File: src/sv/maof_pkg.sv
// Shared types and constants for the mix accumulator output formatter.
`default_nettype none
package maof_pkg;

  typedef enum logic [1:0] {
    FMT_MULAW = 2'd0,
    FMT_LIN8  = 2'd1,
    FMT_LIN16 = 2'd2
  } fmt_t;

  typedef enum logic {
    REG_FORMAT   = 1'b0,
    REG_UNSIGNED = 1'b1
  } reg_idx_t;

  typedef struct packed {
    fmt_t fmt;
    logic unsigned_output;
  } cfg_t;

  localparam int SAMPLE_W  = 32;
  localparam int FRAC_BITS = 12;
  localparam int CODE_W    = 16;
  localparam int BYTE_W    = 8;

  localparam int LIN16_SH = FRAC_BITS;
  localparam int LIN8_SH  = FRAC_BITS + 8;
  localparam int MULAW_SH = FRAC_BITS + 4;

  localparam logic signed [15:0] LIN16_MAX = 16'sh7FFF;
  localparam logic signed [15:0] LIN16_MIN = -16'sh8000;
  localparam logic signed [7:0]  LIN8_MAX  = 8'sd127;
  localparam logic signed [7:0]  LIN8_MIN  = -8'sd127;
  localparam logic signed [12:0] MULAW_MAX = 13'sd4095;
  localparam logic signed [12:0] MULAW_MIN = -13'sd4096;

  localparam logic [14:0] MULAW_CLIP = 15'd8159;
  localparam logic [13:0] MULAW_BIAS = 14'd33;
  localparam logic [13:0] MULAW_SEG0 = 14'h3F;
  localparam int          MULAW_SEGS = 7;
  localparam logic [7:0]  MULAW_MASK_POS = 8'hFF;
  localparam logic [7:0]  MULAW_MASK_NEG = 8'h7F;

endpackage
`default_nettype wire

File: src/sv/mix_accumulator_output_formatter_core.sv
// Top level: config registers, input register, format select, result register.
`default_nettype none
// Converts one 32-bit mixer accumulator sample (12 fraction bits) per beat into
// a 16-bit output code: 8-bit mu-law, 8-bit linear or 16-bit linear, with an
// optional midscale offset for linear formats; last_in rides along as last_out.
// One sample is accepted every cycle while accum_stall is low; a result passes
// through the input register and then the result register, with one pass of
// shift, clamp and encode logic between them. Write configuration only while
// no beat is in flight.
module mix_accumulator_output_formatter_core (
  input  wire logic                                 clk,
  input  wire logic                                 rst,
  input  wire logic                                 cfg_valid,
  output logic                                      cfg_ready,
  input  wire logic                                 cfg_index,
  input  wire logic [1:0]                           cfg_data,
  input  wire logic                                 accum_valid,
  output logic                                      accum_stall,
  input  wire logic signed [maof_pkg::SAMPLE_W-1:0] accum_sample,
  input  wire logic                                 last_in,
  output logic                                      code_valid,
  input  wire logic                                 code_stall,
  output logic [maof_pkg::CODE_W-1:0]               out_code,
  output logic                                      last_out
);

  maof_pkg::cfg_t                    cfg;
  logic                              stage_valid;
  logic signed [maof_pkg::SAMPLE_W-1:0] stage_sample;
  logic                              stage_last;
  logic                              out_adv;
  logic                              stage_adv;
  logic [maof_pkg::CODE_W-1:0]       lin_code;
  logic [maof_pkg::BYTE_W-1:0]       mu_code;
  logic [maof_pkg::CODE_W-1:0]       code_next;

  assign cfg_ready   = 1'b1;
  assign out_adv     = !code_valid || !code_stall;
  assign stage_adv   = !stage_valid || out_adv;
  assign accum_stall = !stage_adv;

  always_ff @(posedge clk) begin
    if (rst) begin
      cfg.fmt             <= maof_pkg::FMT_LIN16;
      cfg.unsigned_output <= 1'b0;
    end else if (cfg_valid && cfg_ready) begin
      case (maof_pkg::reg_idx_t'(cfg_index))
        maof_pkg::REG_FORMAT:   cfg.fmt <= maof_pkg::fmt_t'(cfg_data);
        maof_pkg::REG_UNSIGNED: cfg.unsigned_output <= cfg_data[0];
        default: ;
      endcase
    end
  end

  always_ff @(posedge clk) begin
    if (rst) begin
      stage_valid <= 1'b0;
    end else if (stage_adv) begin
      stage_valid <= accum_valid;
    end
    if (stage_adv && accum_valid) begin
      stage_sample <= accum_sample;
      stage_last   <= last_in;
    end
  end

  maof_linear u_linear (
    .sample (stage_sample),
    .cfg    (cfg),
    .code   (lin_code)
  );

  maof_mulaw u_mulaw (
    .sample (stage_sample),
    .code   (mu_code)
  );

  always_comb begin
    case (cfg.fmt)
      maof_pkg::FMT_MULAW: code_next = {8'h00, mu_code};
      default:             code_next = lin_code;
    endcase
  end

  always_ff @(posedge clk) begin
    if (rst) begin
      code_valid <= 1'b0;
    end else if (out_adv) begin
      code_valid <= stage_valid;
    end
    if (out_adv && stage_valid) begin
      out_code <= code_next;
      last_out <= stage_last;
    end
  end

endmodule
`default_nettype wire

File: src/sv/maof_linear.sv
// Linear 8-bit and 16-bit shift, clamp and midscale offset.
`default_nettype none
module maof_linear (
  input  wire logic signed [maof_pkg::SAMPLE_W-1:0] sample,
  input  wire maof_pkg::cfg_t                        cfg,
  output logic [maof_pkg::CODE_W-1:0]                code
);

  localparam int W16 = maof_pkg::SAMPLE_W - maof_pkg::LIN16_SH;
  localparam int W8  = maof_pkg::SAMPLE_W - maof_pkg::LIN8_SH;

  logic signed [W16-1:0] s16;
  logic signed [W8-1:0]  s8;
  logic [15:0]           c16;
  logic [7:0]            c8;

  assign s16 = sample[maof_pkg::SAMPLE_W-1:maof_pkg::LIN16_SH];
  assign s8  = sample[maof_pkg::SAMPLE_W-1:maof_pkg::LIN8_SH];

  always_comb begin
    if (s16 > W16'(maof_pkg::LIN16_MAX)) begin
      c16 = maof_pkg::LIN16_MAX;
    end else if (s16 < W16'(maof_pkg::LIN16_MIN)) begin
      c16 = maof_pkg::LIN16_MIN;
    end else begin
      c16 = s16[15:0];
    end
    if (s8 > W8'(maof_pkg::LIN8_MAX)) begin
      c8 = maof_pkg::LIN8_MAX;
    end else if (s8 < W8'(maof_pkg::LIN8_MIN)) begin
      c8 = maof_pkg::LIN8_MIN;
    end else begin
      c8 = s8[7:0];
    end
    // flip sign bit for midscale offset
    c16[15] = c16[15] ^ cfg.unsigned_output;
    c8[7]   = c8[7] ^ cfg.unsigned_output;
    if (cfg.fmt == maof_pkg::FMT_LIN8) begin
      code = {8'h00, c8};
    end else begin
      code = c16;
    end
  end

endmodule
`default_nettype wire

File: src/sv/maof_mulaw.sv
// Mu-law shift, clamp and segment encoder.
`default_nettype none
module maof_mulaw (
  input  wire logic signed [maof_pkg::SAMPLE_W-1:0] sample,
  output logic [maof_pkg::BYTE_W-1:0]                code
);

  localparam int WS = maof_pkg::SAMPLE_W - maof_pkg::MULAW_SH;

  logic signed [WS-1:0] s;
  logic signed [12:0]   v;
  logic [13:0]          lin;
  logic                 neg;
  logic [14:0]          mag;
  logic [13:0]          biased;
  logic [2:0]           seg;
  logic [13:0]          shifted;

  assign s = sample[maof_pkg::SAMPLE_W-1:maof_pkg::MULAW_SH];

  always_comb begin
    if (s > WS'(maof_pkg::MULAW_MAX)) begin
      v = maof_pkg::MULAW_MAX;
    end else if (s < WS'(maof_pkg::MULAW_MIN)) begin
      v = maof_pkg::MULAW_MIN;
    end else begin
      v = s[12:0];
    end
    lin = {v, 1'b0};
    neg = v[12];
    mag = neg ? (15'd0 - {lin[13], lin}) : {1'b0, lin};
    if (mag > maof_pkg::MULAW_CLIP) begin
      mag = maof_pkg::MULAW_CLIP;
    end
    biased = mag[13:0] + maof_pkg::MULAW_BIAS;
    seg = 3'd0;
    for (int k = 0; k < maof_pkg::MULAW_SEGS; k++) begin
      if (biased > (maof_pkg::MULAW_SEG0 << k)) begin
        seg = seg + 3'd1;
      end
    end
    shifted = biased >> (4'(seg) + 4'd1);
    code = {1'b0, seg, shifted[3:0]} ^
           (neg ? maof_pkg::MULAW_MASK_NEG : maof_pkg::MULAW_MASK_POS);
  end

endmodule
`default_nettype wire

File: config.mk
export PLATFORM = sky130hd
export DESIGN_NAME = mix_accumulator_output_formatter_core
export DESIGN_NICKNAME = d
export VERILOG_FILES = /design/src/sv/maof_pkg.sv /design/src/sv/mix_accumulator_output_formatter_core.sv /design/src/sv/maof_linear.sv /design/src/sv/maof_mulaw.sv
export SDC_FILE = /design/constraint.sdc
export NUM_CORES = 1
export LEC_CHECK = 0
export BUFFER_PORTS_ARGS = -buffer_cell sky130_fd_sc_hd__buf_2
export CORE_UTILIZATION = 40
export CTS_CLUSTER_SIZE = 40
export DETAILED_ROUTE_END_ITERATION = 6
export PLACE_DENSITY_LB_ADDON = 0.3
export SLEW_MARGIN = 25
export SYNTH_ARGS = -nofsm -noshare
export SYNTH_HDL_FRONTEND = slang
export SYNTH_HIERARCHICAL = 1
export SYNTH_SLANG_ARGS = --single-unit
File: constraint.sdc
create_clock -name clk -period 6.8 [get_ports clk]
set_clock_uncertainty 0.05 [all_clocks]
set_input_delay 1.36 -clock clk [delete_from_list [all_inputs] [get_ports clk]]
set_output_delay 1.36 -clock clk [all_outputs]
set_load 0.05 [all_outputs]
# Yosys cells after proc, flatten, opt, wreduce, memory -nomap -nowiden
# Cells that the tools add are included.
# W data, S select, Z words.
# word_totals
input_bits,41
word_cells,68
register_bits,55
# op_classes
n_eq_ne,1
n_bitwise,4
reduce_logical,12
n_shift,1
muxes,18
add_sub_neg,9
n_lt_le_gt_ge,14
# ops
cell,count
$mux W8,5
$mux W16,2
$mux W13,2
$gt A20 B16 Y1 const B,1
$lt A20 B16 Y1 const B,1
$mux W3,6
$gt A16 B13 Y1 const B,1
$lt A16 B13 Y1 const B,1
$add A3 B1 Y3 const B,5
$gt A15 B13 Y1 const B,1
$mux W15,1
$sub A1 B14 Y15 const A,1
$add A14 B6 Y14 const B,1
$gt A14 B10 Y1 const B,1
$gt A14 B11 Y1 const B,1
$gt A14 B12 Y1 const B,1
$gt A14 B6 Y1 const B,1
$gt A14 B7 Y1 const B,1
$gt A14 B8 Y1 const B,1
$gt A14 B9 Y1 const B,1
$mux W14,1
$shr A14 B4 Y4,1
$gt A12 B8 Y1 const B,1
$lt A12 B8 Y1 const B,1
other kinds (13),20

# Longest topological paths before layout
# depth
depth_word,26
depth_mapped,36

# Hierarchy
# The synthesis kept the hierarchy.
# by_module_without_submodules
module,seq_area_each_um2,area_each_um2,cells_each,n_inst
maof_mulaw,0.0,1980.6,263,1
mix_accumulator_output_formatter_core,1601.5,1906.8,93,1
maof_linear,0.0,290.3,44,1

# Least setup slack after synthesis
# OpenSTA, ideal clock, no wires.
# synth_timing
kind,flip-flop to flip-flop
start,register stage_sample[31] (netlist bit)
end,"register out_code[1] (netlist bit), data pin"
path_slack_ns,-0.684
stages_incl_launch_ff,35
required_time_ns,6.490
arrival_time_ns,7.174
setup_time_ns,0.260
cell_sequence,edfxtp_1 buf_6 clkbuf_8 clkbuf_1 nand2_1 a21oi_1 ha_1 nand2_1 o311ai_0 o221ai_2 nor3_1 xor2_1 and2_4 or3_1 a31oi_1 inv_1 ha_1 clkbuf_8 xnor2_1 ha_1 mux2_2 ha_1 nand2_1 o31ai_1 a21o_1 ha_1 mux2_2 ha_1 nor2b_1 xnor2_1 xnor3_1 buf_4 mux2i_1 mux2i_1 mux2_2
# synth_between
elab_chain_len,26
elab_cells_between_ends,42
classes_between,9 x add/sub; 14 x order compare; 1 x shift; 17 x mux; 1 x bitwise
# synth_rtl
element,line_no,source
from (decl),mix_accumulator_output_formatter_core.sv:29,logic signed [maof_pkg::SAMPLE_W-1:0] stage_sample;
from (signal assigned),mix_accumulator_output_formatter_core.sv:62,stage_sample <= accum_sample;
$lt A16 B13 Y1,maof_mulaw.sv:24,end else if (s < WS'(maof_pkg::MULAW_MIN)) begin
$mux W13,maof_mulaw.sv:24,
$mux W13 *,maof_mulaw.sv:22,if (s > WS'(maof_pkg::MULAW_MAX)) begin
$sub A1 B14 Y15,maof_mulaw.sv:31,"mag = neg ? (15'd0 - {lin[13], lin}) : {1'b0, lin};"
$mux W15 *,maof_mulaw.sv:31,
$gt A15 B13 Y1,maof_mulaw.sv:32,if (mag > maof_pkg::MULAW_CLIP) begin
$mux W14 *,maof_mulaw.sv:32,
$add A14 B6 Y14 *,maof_mulaw.sv:35,biased = mag[13:0] + maof_pkg::MULAW_BIAS;
[12 not listed],n/a,
$add A3 B1 Y3,maof_mulaw.sv:39,seg = seg + 3'd1;
$mux W3,maof_mulaw.sv:38,if (biased > (maof_pkg::MULAW_SEG0 << k)) begin
$add A3 B1 Y4,maof_mulaw.sv:42,shifted = biased >> (4'(seg) + 4'd1);
$shr A14 B4 Y4 *,maof_mulaw.sv:42,
$xor A7 B8 Y8 *,maof_mulaw.sv:43,"code = {1'b0, seg, shifted[3:0]} ^"
named net mu_code (one bit),mix_accumulator_output_formatter_core.sv:34,logic [maof_pkg::BYTE_W-1:0] mu_code;
$mux W8 *,mix_accumulator_output_formatter_core.sv:79,case (cfg.fmt)
named net code_next (one bit),mix_accumulator_output_formatter_core.sv:35,logic [maof_pkg::CODE_W-1:0] code_next;
to (signal assigned),mix_accumulator_output_formatter_core.sv:92,out_code <= code_next;
to (decl),mix_accumulator_output_formatter_core.sv:23,"output logic [maof_pkg::CODE_W-1:0] out_code,"
# Mark *: on every way through the listed nets, which the timed path passes. The rest lies on a longest branch.
# A chain may end at the register's enable or synchronous reset.

# Worst setup path in the final report
# layout_timing
start,register stage_sample[28] (netlist bit)
end,"register out_code[1] (netlist bit), data pin"
# Same word-level chain as after synthesis.

==> results.py <==
metrics = {
    "outcome": {
        "run_status": "finished, final reports clean",
    },
    "worst_setup_path": {
        "r2r_end": "out_code[1]",
        "critical_path.max_stage_delay_ns": 0.42,
        "worstSetupEndpointType": "register",
        "worst-endpoint-required_ns": 6.79,
        "worstPathMaxFanout": 17,
        "cpMostUsedCell": "ha_4",
        "r2r_setup_slack_ns": 0.12,
        "critPathLaunch": "stage_sample[28]",
        "crit_type": "register to register",
        "worst_path_max_delay_cell": "edfxtp_1",
        "cp_num_cells": 30,
        "crit_end": "out_code[1]",
        "startpoint_type": "register",
        "worst-path-buf-inv": 3,
        "worstPathArrival_ns": 6.67,
        "reg2reg_depth": 30,
        "crit_family": "compound AO/OA/AOI/OAI gates",
        "r2r-start": "stage_sample[28]",
    },
    "die": {
        "die_area_um2": 9940,
        "die_w_um": 99.7,
        "rows": 35,
        "ios": 61,
        "core_um2": 9240,
        "die_h_um": 99.7,
        "start_util_pct": 41.3,
    },
    "sta": {
        "tightest_slew_ns": 0.553,
        "worst_slack_ns": 0.122,
        "fin_hold_ws_ns": 0.392,
        "relSlewSlack_pct": 62.8,
        "finalSetupViolations": 0,
        "period_share_pct": 98.2,
        "drv_slew": 0,
        "rsz0062_at_grt": "yes",
        "hold_viol_final": 0,
        "period_minus_slack_ns": 6.68,
        "timing.fmax_mhz": 150,
        "setup_tns_ns": 0,
    },
    "route": {
        "ant_nets": 0,
        "wl_met2_um": 5260,
        "drc": 0,
        "first_iter_violations": 294,
        "routed_via_density": 5.53,
        "wire_per_inst_um": 16.3,
        "firstDrtPassIters": 5,
        "num_vias": 3546,
        "drt-total-wl_um": 10400,
        "dr.max_layer_used": "met4",
        "dr_wl_met3_um": 400,
        "drt-met1-wl_um": 4670,
    },
    "layout": {
        "final-seq-area_um2": 1240,
        "antennaDiodeCount": 0,
        "final_common_cell": "buf_4",
        "fill_cells": 830,
        "multiInputGateArea_um2": 2710,
        "syn_to_final_growth_pct": 35.9,
        "layout.nets": 559,
        "mostFrequentLayoutCells": "81 x buf_4, 47 x buf_2, 38 x edfxtp_1, 28 x nand2_1, 25 x mux2i_1",
        "finalInstanceArea_um2": 5190,
        "drive_gt1_share_pct": 47.9,
    },
    "power_and_ir_drop": {
        "ir_worst_vdd_mv": 0.103,
        "p_leak_nw": 2.14,
        "powerDensity_nw_per_um2": 157,
    },
    "cts": {
        "cts_buffers": 5,
        "clk_latency_ns": 0.30,
        "cts_root_buffer": "clkbuf_8",
        "cts-hold-fix-buffers": 0,
        "path_clk_slew_ns": 0.09,
        "clk_path_buf_depth": 2,
        "clock-sinks": 43,
        "h-tree-depth": 2,
        "cts_tree": "yes",
    },
    "synthesis": {
        "ys_warn_count": 6,
        "syn_area_um2": 3820,
        "syn_avg_cell_area_um2": 9.84,
        "synthCells": 388,
        "syn-num-nets": 436,
    },
    "placed_design": {
        "place_congestion": 0.941,
        "dpl.hpwl_um": 7920,
        "port_buffers": 47,
        "dpl_cell_area_um2": 4750,
        "dp_slack_ns": -0.151,
    },
    "grt": {
        "grt-ovfl-total": 0,
        "grt_pass1_vias": 3404,
        "grt_usage_pct": 20.8,
        "grt_start_max_net_pins": 22,
        "antenna_found_initial": 0,
        "grt_pass1_wl_um": 16400,
    },
    "min_path": {
        "hold_path.class": "register to register",
        "holdPathStages": 0,
    },
    "job": {
        "cap_viol_max_count": 0,
    },
}
## power breakdown
part,switching (W),internal (W)
sequential,0.0000121,0.000306
clock,0.0000891,0.0000946
combinational,0.000169,0.000144
total,0.000270,0.000545
## cell type report
type                    count  share of cell area (%)
clock buffers               6                    1.81
clock inverters             2                   0.265
inverters                  14                    1.01
multi-input cells         314                    52.2
flip-flops and latches     43                    23.9
well taps                 129                    3.11
repair buffers            133                    17.7
## per-layer routing
| metal | vias to the layer above | GRT usage [%] |
|---|---|---|
| met4 | 0 | 4.52 |
| met1 | 1710 | 27.2 |
| met2 | 100 | 36.6 |
| li1 | 1724 | - |
| met5 | - | 0 |
| met3 | 12 | 2.46 |
## how the worst min path moves through the flow
stage	endpoint	from
floorplan	last_out	stage_last
finish	last_out	stage_last
global route	last_out	stage_last
detailed placement	last_out	stage_last
global placement	last_out	stage_last
CTS	last_out	stage_last
## sequential cells by signal, summed over array words and instances (netlist names)
name          count
cfg               3
out_code         16
last_out          1
stage_last        1
stage_sample     20
stage_valid       1
code_valid        1
## metrics by stage
stage	total power, W	std cells	utilization [%]
final	0.000815	641	56.1
after global placement	0.000602	620	51.5
after detailed placement	0.000607	620	51.5
after global routing	0.000853	641	56.1
after floorplan	0.000514	388	-
after CTS	0.000801	634	53.7
## what timing repair did
| item | in CTS | in global routing |
|---|---|---|
| endpoints found under the hold margin | 0 | 0 |
| gates cloned | 0 | 0 |
| pin swaps | 14 | 24 |
| buffers inserted | 6 | 7 |
| setup endpoints to repair | 4 | 5 |
| gates resized for setup | 13 | 33 |
(Power assumes the default switching activity.)
